$ cat config.mk
export PLATFORM = sky130hd
export DESIGN_NAME = drag_gesture_detector_unit
export DESIGN_NICKNAME = d
export VERILOG_FILES = /design/src/hw/rtl/dgd_pkg.sv /design/src/hw/rtl/dgd_dist.sv /design/src/hw/rtl/drag_gesture_detector_unit.sv
export SDC_FILE = /design/constraint.sdc
export NUM_CORES = 1
export LEC_CHECK = 0
export CELL_PAD_IN_SITES_DETAIL_PLACEMENT = 1
export CELL_PAD_IN_SITES_GLOBAL_PLACEMENT = 2
export CORE_ASPECT_RATIO = 0.6
export CORE_MARGIN = 4
export CORE_UTILIZATION = 45
export DETAILED_ROUTE_END_ITERATION = 10
export DONT_BUFFER_PORTS = 1
export MAX_ROUTING_LAYER = met4
export PLACE_DENSITY_LB_ADDON = 0.1
export RECOVER_POWER = 25
export SLEW_MARGIN = 20
export SYNTH_ARGS = -nofsm -noshare
export SYNTH_HDL_FRONTEND = slang
export SYNTH_SLANG_ARGS = --single-unit
$ cat constraint.sdc
create_clock -name aclk -period 22.7 [get_ports aclk]
set_input_delay 3.405 -clock aclk [delete_from_list [all_inputs] [get_ports aclk]]
set_output_delay 3.405 -clock aclk [all_outputs]
set_load 0.03 [all_outputs]
$ cat src/hw/rtl/dgd_pkg.sv
// ----------------------------------------------------------------------------
// dgd_pkg: shared constants for the drag gesture detector
// Holds the event and action codes, the register indexes and the fixed widths
// of the configuration registers and of the event counter.
// ----------------------------------------------------------------------------
package dgd_pkg;

    localparam int OP_BITS     = 3;
    localparam int ACT_BITS    = 3;
    localparam int THR_BITS    = 12;
    localparam int TMO_BITS    = 20;
    localparam int CNT_BITS    = 32;
    localparam int CFG_IDX_BITS = 2;
    localparam int CFG_DATA_BITS = 20;

    // squared threshold: up to 4095 * 4095
    localparam int THR_SQ_BITS = 2 * THR_BITS;
    // a squared distance is only worked out for deltas below 2^THR_BITS
    localparam int DIST_SUM_BITS = 2 * THR_BITS + 1;

    localparam logic [THR_BITS-1:0] THR_MIN   = THR_BITS'(4);
    localparam logic [THR_BITS-1:0] THR_RESET = THR_BITS'(14);
    localparam logic [TMO_BITS-1:0] TMO_RESET = TMO_BITS'(10000);
    localparam logic [THR_SQ_BITS-1:0] THR_SQ_RESET = THR_SQ_BITS'(14 * 14);
    localparam logic [CNT_BITS-1:0] CNT_STEP = CNT_BITS'(32'h0000_0001);

    // event codes
    localparam logic [OP_BITS-1:0] OP_LDOWN  = 3'd0;
    localparam logic [OP_BITS-1:0] OP_RDOWN  = 3'd1;
    localparam logic [OP_BITS-1:0] OP_RUP    = 3'd2;
    localparam logic [OP_BITS-1:0] OP_MOVE   = 3'd3;
    localparam logic [OP_BITS-1:0] OP_OTHER  = 3'd4;
    localparam logic [OP_BITS-1:0] OP_ARM    = 3'd5;
    localparam logic [OP_BITS-1:0] OP_NONACT = 3'd6;

    // action codes
    localparam logic [ACT_BITS-1:0] ACT_NONE  = 3'd0;
    localparam logic [ACT_BITS-1:0] ACT_LEFT  = 3'd1;
    localparam logic [ACT_BITS-1:0] ACT_START = 3'd2;
    localparam logic [ACT_BITS-1:0] ACT_END   = 3'd3;
    localparam logic [ACT_BITS-1:0] ACT_CLICK = 3'd4;
    localparam logic [ACT_BITS-1:0] ACT_MOVE  = 3'd5;

    // configuration register indexes
    localparam logic [CFG_IDX_BITS-1:0] CFG_DRAG_THRESHOLD = 2'd0;
    localparam logic [CFG_IDX_BITS-1:0] CFG_TIMEOUT_MS     = 2'd1;

endpackage

$ cat src/hw/rtl/dgd_dist.sv
// ----------------------------------------------------------------------------
// dgd_dist: drag distance check
// Flags when the pointer lies at least the drag threshold away from the press
// origin, comparing squared Euclidean distance against the squared threshold.
// ----------------------------------------------------------------------------
module dgd_dist #(
    parameter int COORD_BITS = 16
) (
    input  logic signed [COORD_BITS-1:0]          pos_x,
    input  logic signed [COORD_BITS-1:0]          pos_y,
    input  logic signed [COORD_BITS-1:0]          org_x,
    input  logic signed [COORD_BITS-1:0]          org_y,
    input  logic [dgd_pkg::THR_SQ_BITS-1:0]       thr_sq,
    output logic                                  far
);

    localparam int DW = COORD_BITS + 1;
    localparam int SQ_BITS = (DW < dgd_pkg::THR_BITS) ? DW : dgd_pkg::THR_BITS;
    localparam int SUM_BITS = dgd_pkg::DIST_SUM_BITS;
    localparam int PROD_BITS = 2 * SQ_BITS;

    logic signed [DW-1:0]   dx;
    logic signed [DW-1:0]   dy;
    logic [DW-1:0]          ax;
    logic [DW-1:0]          ay;
    logic                   big;
    logic [SQ_BITS-1:0]     ax_lo;
    logic [SQ_BITS-1:0]     ay_lo;
    logic [2*SQ_BITS-1:0]   sq_x;
    logic [2*SQ_BITS-1:0]   sq_y;
    logic [SUM_BITS-1:0]    dist_sq;

    always_comb begin
        dx = DW'(pos_x) - DW'(org_x);
        dy = DW'(pos_y) - DW'(org_y);
        ax = dx[DW-1] ? DW'(-dx) : DW'(dx);
        ay = dy[DW-1] ? DW'(-dy) : DW'(dy);
        // a delta past the widest threshold is always far enough
        big = ((ax >> SQ_BITS) != '0) || ((ay >> SQ_BITS) != '0);
        ax_lo = ax[SQ_BITS-1:0];
        ay_lo = ay[SQ_BITS-1:0];
        sq_x = PROD_BITS'(ax_lo) * PROD_BITS'(ax_lo);
        sq_y = PROD_BITS'(ay_lo) * PROD_BITS'(ay_lo);
        dist_sq = SUM_BITS'(sq_x) + SUM_BITS'(sq_y);
        far = big || (dist_sq >= SUM_BITS'(thr_sq));
    end

endmodule

$ cat src/hw/rtl/drag_gesture_detector_unit.sv
// ----------------------------------------------------------------------------
// drag_gesture_detector_unit: right-button drag gesture detector
// Input beats are pointer events (kind, position, injected flag, timestamp).
// Each event gives exactly one result beat: swallow flag, action code, the
// event position, the press origin on gesture start and the handled count.
// Configuration writes on cfg_* set the drag threshold (index 0) and the
// press timeout in ms (index 1); cfg_ready is always high, and writes are
// expected only while no event is in flight.
// An accepted event sits in the input register, is decided by the
// combinational logic (one pair of 12x12 squares and a compare set the
// path) and lands in the result register. One event per cycle is
// sustained while m_ready is high.
// When the receiver stalls, the result register holds and the input register
// keeps taking one more beat; after that s_ready drops until the result moves.
// Reset clears all gesture state, the counter and both pipeline stages and
// restores the threshold to 14 and the timeout to 10000 ms.
// ----------------------------------------------------------------------------
module drag_gesture_detector_unit #(
    parameter int COORD_BITS = 16,
    parameter int TIME_BITS  = 32
) (
    input  logic                                  aclk,
    input  logic                                  aresetn,
    // configuration
    input  logic                                  cfg_valid,
    output logic                                  cfg_ready,
    input  logic [dgd_pkg::CFG_IDX_BITS-1:0]      cfg_index,
    input  logic [dgd_pkg::CFG_DATA_BITS-1:0]     cfg_data,
    // events in
    input  logic                                  s_valid,
    output logic                                  s_ready,
    input  logic [dgd_pkg::OP_BITS-1:0]           s_op,
    input  logic signed [COORD_BITS-1:0]          s_pos_x,
    input  logic signed [COORD_BITS-1:0]          s_pos_y,
    input  logic                                  s_injected,
    input  logic [TIME_BITS-1:0]                  s_now_ms,
    // results out
    output logic                                  m_valid,
    input  logic                                  m_ready,
    output logic                                  m_swallow,
    output logic [dgd_pkg::ACT_BITS-1:0]          m_action,
    output logic signed [COORD_BITS-1:0]          m_out_x,
    output logic signed [COORD_BITS-1:0]          m_out_y,
    output logic signed [COORD_BITS-1:0]          m_origin_x,
    output logic signed [COORD_BITS-1:0]          m_origin_y,
    output logic [dgd_pkg::CNT_BITS-1:0]          m_event_count
);

    localparam int TMO_BITS = dgd_pkg::TMO_BITS;
    localparam int CMP_BITS = (TIME_BITS > TMO_BITS) ? TIME_BITS : TMO_BITS;
    localparam int THR_SQ_W = dgd_pkg::THR_SQ_BITS;

    // configuration
    logic [dgd_pkg::THR_SQ_BITS-1:0]  thr_sq_reg;
    logic [TMO_BITS-1:0]              timeout_reg;
    logic [dgd_pkg::THR_BITS-1:0]     thr_clamped;

    // input stage
    logic                             in_vld_reg;
    logic [dgd_pkg::OP_BITS-1:0]      in_op_reg;
    logic signed [COORD_BITS-1:0]     in_x_reg;
    logic signed [COORD_BITS-1:0]     in_y_reg;
    logic                             in_inj_reg;
    logic [TIME_BITS-1:0]             in_now_reg;

    // gesture state
    logic                             pressed_reg, pressed_next;
    logic                             gesture_reg, gesture_next;
    logic signed [COORD_BITS-1:0]     press_x_reg, press_x_next;
    logic signed [COORD_BITS-1:0]     press_y_reg, press_y_next;
    logic [TIME_BITS-1:0]             press_time_reg, press_time_next;
    logic                             skip_press_reg, skip_press_next;
    logic                             skip_release_reg, skip_release_next;
    logic [dgd_pkg::CNT_BITS-1:0]     count_reg, count_next;

    // result stage
    logic                             out_vld_reg;
    logic                             swallow_reg, swallow_next;
    logic [dgd_pkg::ACT_BITS-1:0]     action_reg, action_next;
    logic signed [COORD_BITS-1:0]     out_x_reg;
    logic signed [COORD_BITS-1:0]     out_y_reg;
    logic signed [COORD_BITS-1:0]     origin_x_reg, origin_x_next;
    logic signed [COORD_BITS-1:0]     origin_y_reg, origin_y_next;

    logic                             advance;
    logic                             far;
    logic                             timed_out;
    logic                             pressed_eff;
    logic [TIME_BITS-1:0]             elapsed;

    assign advance   = in_vld_reg && (!out_vld_reg || m_ready);
    assign s_ready   = !in_vld_reg || advance;
    assign cfg_ready = 1'b1;

    assign thr_clamped = (cfg_data[dgd_pkg::THR_BITS-1:0] < dgd_pkg::THR_MIN) ?
                         dgd_pkg::THR_MIN : cfg_data[dgd_pkg::THR_BITS-1:0];

    always_ff @(posedge aclk) begin
        if (!aresetn) begin
            thr_sq_reg  <= dgd_pkg::THR_SQ_RESET;
            timeout_reg <= dgd_pkg::TMO_RESET;
        end else if (cfg_valid) begin
            unique case (cfg_index)
                dgd_pkg::CFG_DRAG_THRESHOLD: begin
                    thr_sq_reg <= THR_SQ_W'(thr_clamped) * THR_SQ_W'(thr_clamped);
                end
                dgd_pkg::CFG_TIMEOUT_MS:     timeout_reg <= cfg_data[TMO_BITS-1:0];
                default: ;
            endcase
        end
    end

    dgd_dist #(
        .COORD_BITS (COORD_BITS)
    ) u_dist (
        .pos_x  (in_x_reg),
        .pos_y  (in_y_reg),
        .org_x  (press_x_reg),
        .org_y  (press_y_reg),
        .thr_sq (thr_sq_reg),
        .far    (far)
    );

    assign elapsed   = in_now_reg - press_time_reg;
    assign timed_out = pressed_reg && !gesture_reg && (press_time_reg != '0) &&
                       (CMP_BITS'(elapsed) > CMP_BITS'(timeout_reg));
    assign pressed_eff = pressed_reg && !timed_out;

    always_comb begin
        pressed_next      = pressed_reg;
        gesture_next      = gesture_reg;
        press_x_next      = press_x_reg;
        press_y_next      = press_y_reg;
        press_time_next   = press_time_reg;
        skip_press_next   = skip_press_reg;
        skip_release_next = skip_release_reg;
        count_next        = count_reg;
        swallow_next      = 1'b0;
        action_next       = dgd_pkg::ACT_NONE;
        origin_x_next     = '0;
        origin_y_next     = '0;

        if (in_op_reg == dgd_pkg::OP_ARM) begin
            skip_press_next   = 1'b1;
            skip_release_next = 1'b1;
        end else if (in_op_reg <= dgd_pkg::OP_OTHER) begin
            count_next = count_reg + dgd_pkg::CNT_STEP;
            if (in_op_reg == dgd_pkg::OP_RDOWN && skip_press_reg) begin
                skip_press_next = 1'b0;
            end else if (in_op_reg == dgd_pkg::OP_RUP && skip_release_reg) begin
                skip_release_next = 1'b0;
            end else if (!in_inj_reg) begin
                if (timed_out) begin
                    pressed_next    = 1'b0;
                    press_time_next = '0;
                end
                case (in_op_reg)
                    dgd_pkg::OP_LDOWN: begin
                        action_next = dgd_pkg::ACT_LEFT;
                    end
                    dgd_pkg::OP_RDOWN: begin
                        pressed_next    = 1'b1;
                        press_x_next    = in_x_reg;
                        press_y_next    = in_y_reg;
                        press_time_next = in_now_reg;
                        swallow_next    = 1'b1;
                    end
                    dgd_pkg::OP_RUP: begin
                        if (gesture_reg) begin
                            gesture_next    = 1'b0;
                            pressed_next    = 1'b0;
                            press_time_next = '0;
                            action_next     = dgd_pkg::ACT_END;
                            swallow_next    = 1'b1;
                        end else if (pressed_eff) begin
                            pressed_next    = 1'b0;
                            press_time_next = '0;
                            action_next     = dgd_pkg::ACT_CLICK;
                            swallow_next    = 1'b1;
                        end
                    end
                    dgd_pkg::OP_MOVE: begin
                        if (gesture_reg) begin
                            action_next = dgd_pkg::ACT_MOVE;
                        end else if (pressed_eff && far) begin
                            gesture_next  = 1'b1;
                            action_next   = dgd_pkg::ACT_START;
                            origin_x_next = press_x_reg;
                            origin_y_next = press_y_reg;
                        end
                    end
                    default: ;
                endcase
            end
        end
    end

    always_ff @(posedge aclk) begin
        if (!aresetn) begin
            in_vld_reg <= 1'b0;
        end else if (s_valid && s_ready) begin
            in_vld_reg <= 1'b1;
        end else if (advance) begin
            in_vld_reg <= 1'b0;
        end
    end

    always_ff @(posedge aclk) begin
        if (s_valid && s_ready) begin
            in_op_reg  <= s_op;
            in_x_reg   <= s_pos_x;
            in_y_reg   <= s_pos_y;
            in_inj_reg <= s_injected;
            in_now_reg <= s_now_ms;
        end
    end

    always_ff @(posedge aclk) begin
        if (!aresetn) begin
            pressed_reg      <= 1'b0;
            gesture_reg      <= 1'b0;
            press_x_reg      <= '0;
            press_y_reg      <= '0;
            press_time_reg   <= '0;
            skip_press_reg   <= 1'b0;
            skip_release_reg <= 1'b0;
            count_reg        <= '0;
        end else if (advance) begin
            pressed_reg      <= pressed_next;
            gesture_reg      <= gesture_next;
            press_x_reg      <= press_x_next;
            press_y_reg      <= press_y_next;
            press_time_reg   <= press_time_next;
            skip_press_reg   <= skip_press_next;
            skip_release_reg <= skip_release_next;
            count_reg        <= count_next;
        end
    end

    always_ff @(posedge aclk) begin
        if (!aresetn) begin
            out_vld_reg <= 1'b0;
        end else if (advance) begin
            out_vld_reg <= 1'b1;
        end else if (m_ready) begin
            out_vld_reg <= 1'b0;
        end
    end

    always_ff @(posedge aclk) begin
        if (advance) begin
            swallow_reg  <= swallow_next;
            action_reg   <= action_next;
            out_x_reg    <= in_x_reg;
            out_y_reg    <= in_y_reg;
            origin_x_reg <= origin_x_next;
            origin_y_reg <= origin_y_next;
        end
    end

    assign m_valid       = out_vld_reg;
    assign m_swallow     = swallow_reg;
    assign m_action      = action_reg;
    assign m_out_x       = out_x_reg;
    assign m_out_y       = out_y_reg;
    assign m_origin_x    = origin_x_reg;
    assign m_origin_y    = origin_y_reg;
    // the counter only moves with the beat that lands in the result register
    assign m_event_count = count_reg;

endmodule
==> impl_results.rst <==
.. list-table::
   :header-rows: 1

   * - Metric
     - Value
   * - Met2 wire length
     - 33700 um
   * - Cell area after placement
     - between 0.02 and 0.03 mm^2
   * - Count of hold-fix buffers inserted at cts
     - 0
   * - Final design utilization
     - around 49%
   * - Slew Limit Headroom
     - roughly 17%
   * - Via Count
     - slightly above 20000
   * - Post-synthesis instance total
     - 2957
   * - Overall die width
     - ~330 um
   * - Post-detailed-route via-to-cell ratio
     - 5.52
   * - Cell at the root of the clock tree
     - sky130_fd_sc_hd__clkbuf_16
   * - Share of the clock period used by the worst path
     - roughly 60%
   * - Height of the chip
     - between 150 and 200 um
   * - Buffer levels on the longest clock path
     - 3
   * - Number of setup violations in the final report
     - 0
   * - CP max stage delay
     - between 0.7 and 0.8 ns
   * - Number of enable flip-flop cells after synthesis
     - ~140
   * - Number of detailed-routing iterations run before antenna repair
     - 5
   * - ANT nets after route
     - 0
   * - Top routing layer in use
     - met4
   * - Register-to-register setup slack
     - approximately 9.4 ns
   * - Insertion delay to the later sink of the worst-skew pair
     - around 0.62 ns
   * - Cell area after layout
     - around 0.029 mm^2
   * - Share of the synthesized area in the top cell type
     - 20.6%
   * - Slew at the pin closest to its max-slew limit
     - roughly 1.2 ns
   * - All-Layer GR Usage
     - between 20% and 30%
   * - Inserted Clock Buffers
     - 30
   * - Final min period
     - 13.29 ns
   * - Syn_area_per_cell
     - 9.31 um^2
   * - Crit end category
     - register
   * - Sequential element share of the synthesized area
     - roughly a quarter
   * - Synth Register Bits
     - 281
   * - Worst path arrival time
     - approximately 14 ns
   * - Number of sinks on the clock net
     - 281
   * - Area of the die
     - about 0.065 mm^2
   * - Area of the core region
     - between 0.05 and 0.06 mm^2
   * - Floorplan row count
     - just under 70
   * - Setup repair after global routing missed its margin
     - false
   * - CTS tree
     - built
   * - Via count of the first global-routing pass
     - 22300
   * - Largest fanout on the critical path
     - 19
   * - Total of cells resized after clock tree synthesis
     - 0
   * - Final Instance Count excl. Fillers
     - between 3000 and 4000
   * - CP max stage cell
     - sky130_fd_sc_hd__xor2_1
   * - Data required time at the worst endpoint
     - around 23 ns
   * - Maximum frequency from static timing analysis
     - about 75 MHz
   * - Count of placed standard cells including taps
     - ~3700
   * - Iteration-0 DRC Markers
     - between 1000 and 1500
   * - Global-route wire length before repair
     - about 130000 um
   * - Setup TNS after final layout
     - 0 ns
   * - Final nets
     - between 3000 and 4000
   * - Effective utilization at floorplan
     - about 46%
   * - Most instantiated flip-flop cell in the synthesis netlist
     - sky130_fd_sc_hd__dfxtp_1
   * - CP Buf/Inv Count
     - 10
   * - Placer Congestion
     - 0.925
   * - Commonest cells in the synthesized netlist
     - sky130_fd_sc_hd__inv_1, sky130_fd_sc_hd__fa_1, sky130_fd_sc_hd__ha_1
   * - Buffers on Ports
     - 0
   * - Maximum number of pins on one net before global-route repair
     - 150
   * - Run status
     - complete, no violations
   * - Worst setup skew after layout
     - between 0.02 and 0.03 ns
   * - CTS H-tree depth
     - 1
   * - Share of layout cells above drive strength 1
     - between 5 and 6%
   * - Final Max Tran Viols
     - 0
   * - Async set-or-reset flop fraction in the synthesized netlist
     - 0%
   * - Number of antenna violations at the first check in global routing
     - 7
   * - Number of unique standard cell types used by synthesis
     - 92
   * - Detail Placement HPWL
     - 65400 um
   * - CP top delay family
     - adder cells
   * - Warning count from the yosys run
     - 0
   * - Nets in the synthesized netlist
     - ~3600
   * - Area contributors post-synth
     - sky130_fd_sc_hd__fa_1, sky130_fd_sc_hd__edfxtp_1, sky130_fd_sc_hd__ha_1
   * - Count of boundary I/O pins
     - slightly below 200
   * - Post-Syn Area
     - approximately 0.028 mm^2
   * - Post-DR wirelength/cell
     - 21.5 um
   * - Final wirelength
     - between 80000 and 90000 um
   * - Type of the worst setup path
     - register to register
   * - Sum of routed wire segments on met1
     - about 40000 um
   * - Clock transition at the register clock pins on the worst setup and hold paths after CTS
     - 0.07 ns
   * - Endpoints failing hold
     - 0
   * - Setup crit start kind
     - register
   * - Area delta synth->final
     - 6.43%
   * - Routed length on met3
     - slightly below 6000 um
   * - Buffers inserted during post-CTS setup optimization
     - 0
   * - Global route total overflow
     - 0
   * - Max-cap viol count
     - 0
   * - Residual DRC
     - 0
   * - Leading cell type by number of instances after synthesis
     - sky130_fd_sc_hd__inv_1
   * - Worst min-delay path category
     - register to register
   * - Cell taking the most area after synthesis
     - sky130_fd_sc_hd__fa_1
## cell type report
class,instances,area (um^2)
diodes,3,7.51
clock buffers,35,790
clock inverters,20,201
fillers,6861,30500
inverters,557,2090
multi-input cells,2023,18000
flip-flops and latches,281,6990
well taps,816,1020
repair buffers,25,188
## per-layer routing
metal  up-vias  global-route usage, %
li1       9663                      -
met1     10500                   37.7
met2       466                   38.0
met3        74                   5.64
met4         0                   2.80
met5         -                      -
## tightest hold or removal path, delay by kind of cell, from the launching register on
kind / cells / cell delay, ns
compound gates: 1 / 0.06
flops: 1 / 0.31
simple gates: 1 / 0.05
## placed cells by master (no fill, tap or decap), types with 18 or more instances in the layout
| cell type | netlist | routed |
|---|---|---|
| sky130_fd_sc_hd__a21boi_0 | 64 | 64 |
| sky130_fd_sc_hd__a21o_1 | 42 | 42 |
| sky130_fd_sc_hd__a21oi_1 | 103 | 103 |
| sky130_fd_sc_hd__a31oi_1 | 21 | 21 |
| sky130_fd_sc_hd__a32o_1 | 32 | 32 |
| sky130_fd_sc_hd__and2_1 | 85 | 83 |
| sky130_fd_sc_hd__and3_1 | 27 | 27 |
| sky130_fd_sc_hd__buf_4 | 2 | 25 |
| sky130_fd_sc_hd__clkbuf_16 | 0 | 30 |
| sky130_fd_sc_hd__dfxtp_1 | 145 | 145 |
| sky130_fd_sc_hd__edfxtp_1 | 136 | 136 |
| sky130_fd_sc_hd__fa_1 | 284 | 284 |
| sky130_fd_sc_hd__ha_1 | 266 | 266 |
| sky130_fd_sc_hd__inv_1 | 554 | 553 |
| sky130_fd_sc_hd__nand2_1 | 249 | 249 |
| sky130_fd_sc_hd__nand2b_1 | 37 | 36 |
| sky130_fd_sc_hd__nand3_1 | 38 | 38 |
| sky130_fd_sc_hd__nand4_1 | 25 | 25 |
| sky130_fd_sc_hd__nor2_1 | 191 | 191 |
| sky130_fd_sc_hd__nor2b_1 | 25 | 25 |
| sky130_fd_sc_hd__nor3_1 | 25 | 24 |
| sky130_fd_sc_hd__nor3_2 | 30 | 31 |
| sky130_fd_sc_hd__nor4_1 | 18 | 18 |
| sky130_fd_sc_hd__o21a_1 | 25 | 25 |
| sky130_fd_sc_hd__o21ai_0 | 85 | 85 |
| sky130_fd_sc_hd__or2_2 | 26 | 26 |
| sky130_fd_sc_hd__xnor2_1 | 80 | 80 |
| sky130_fd_sc_hd__xor2_1 | 50 | 49 |
## cell families after synthesis
family / Yosys count / share of synthesized area, %
multiplexers: 12 / 0.445
flip-flops: 281 / 25.4
XOR/XNOR: 130 / 4.13
other: 1 / 0.0136
AND/OR/NAND/NOR: 835 / 15.6
buffers and inverters: 653 / 9.26
adder cells (fa/ha/maj): 550 / 32.7
AO/OA/AOI/OAI: 495 / 12.5
## worst paths after layout
kind	from	end	depth (start not counted)
setup reg to reg	in_x_reg[0]	m_action[1]	51
hold reg to reg	press_x_reg[2]	press_x_reg[2]	2
hold / removal	press_x_reg[2]	press_x_reg[2]	2
setup / recovery	in_x_reg[0]	m_action[1]	51
## per-stage QoR
step           worst slack [ns]  hold slack, ns
2_1_floorplan             11.55           0.443
3_3_place_gp              10.09           0.449
3_5_place_dp               9.39           0.459
4_1_cts                    9.42           0.469
5_1_grt                    8.62           0.492
6_report                   9.41           0.465
Power is not shown: default switching activity piles up to over one toggle a cycle in this logic, so the estimate is an artifact.
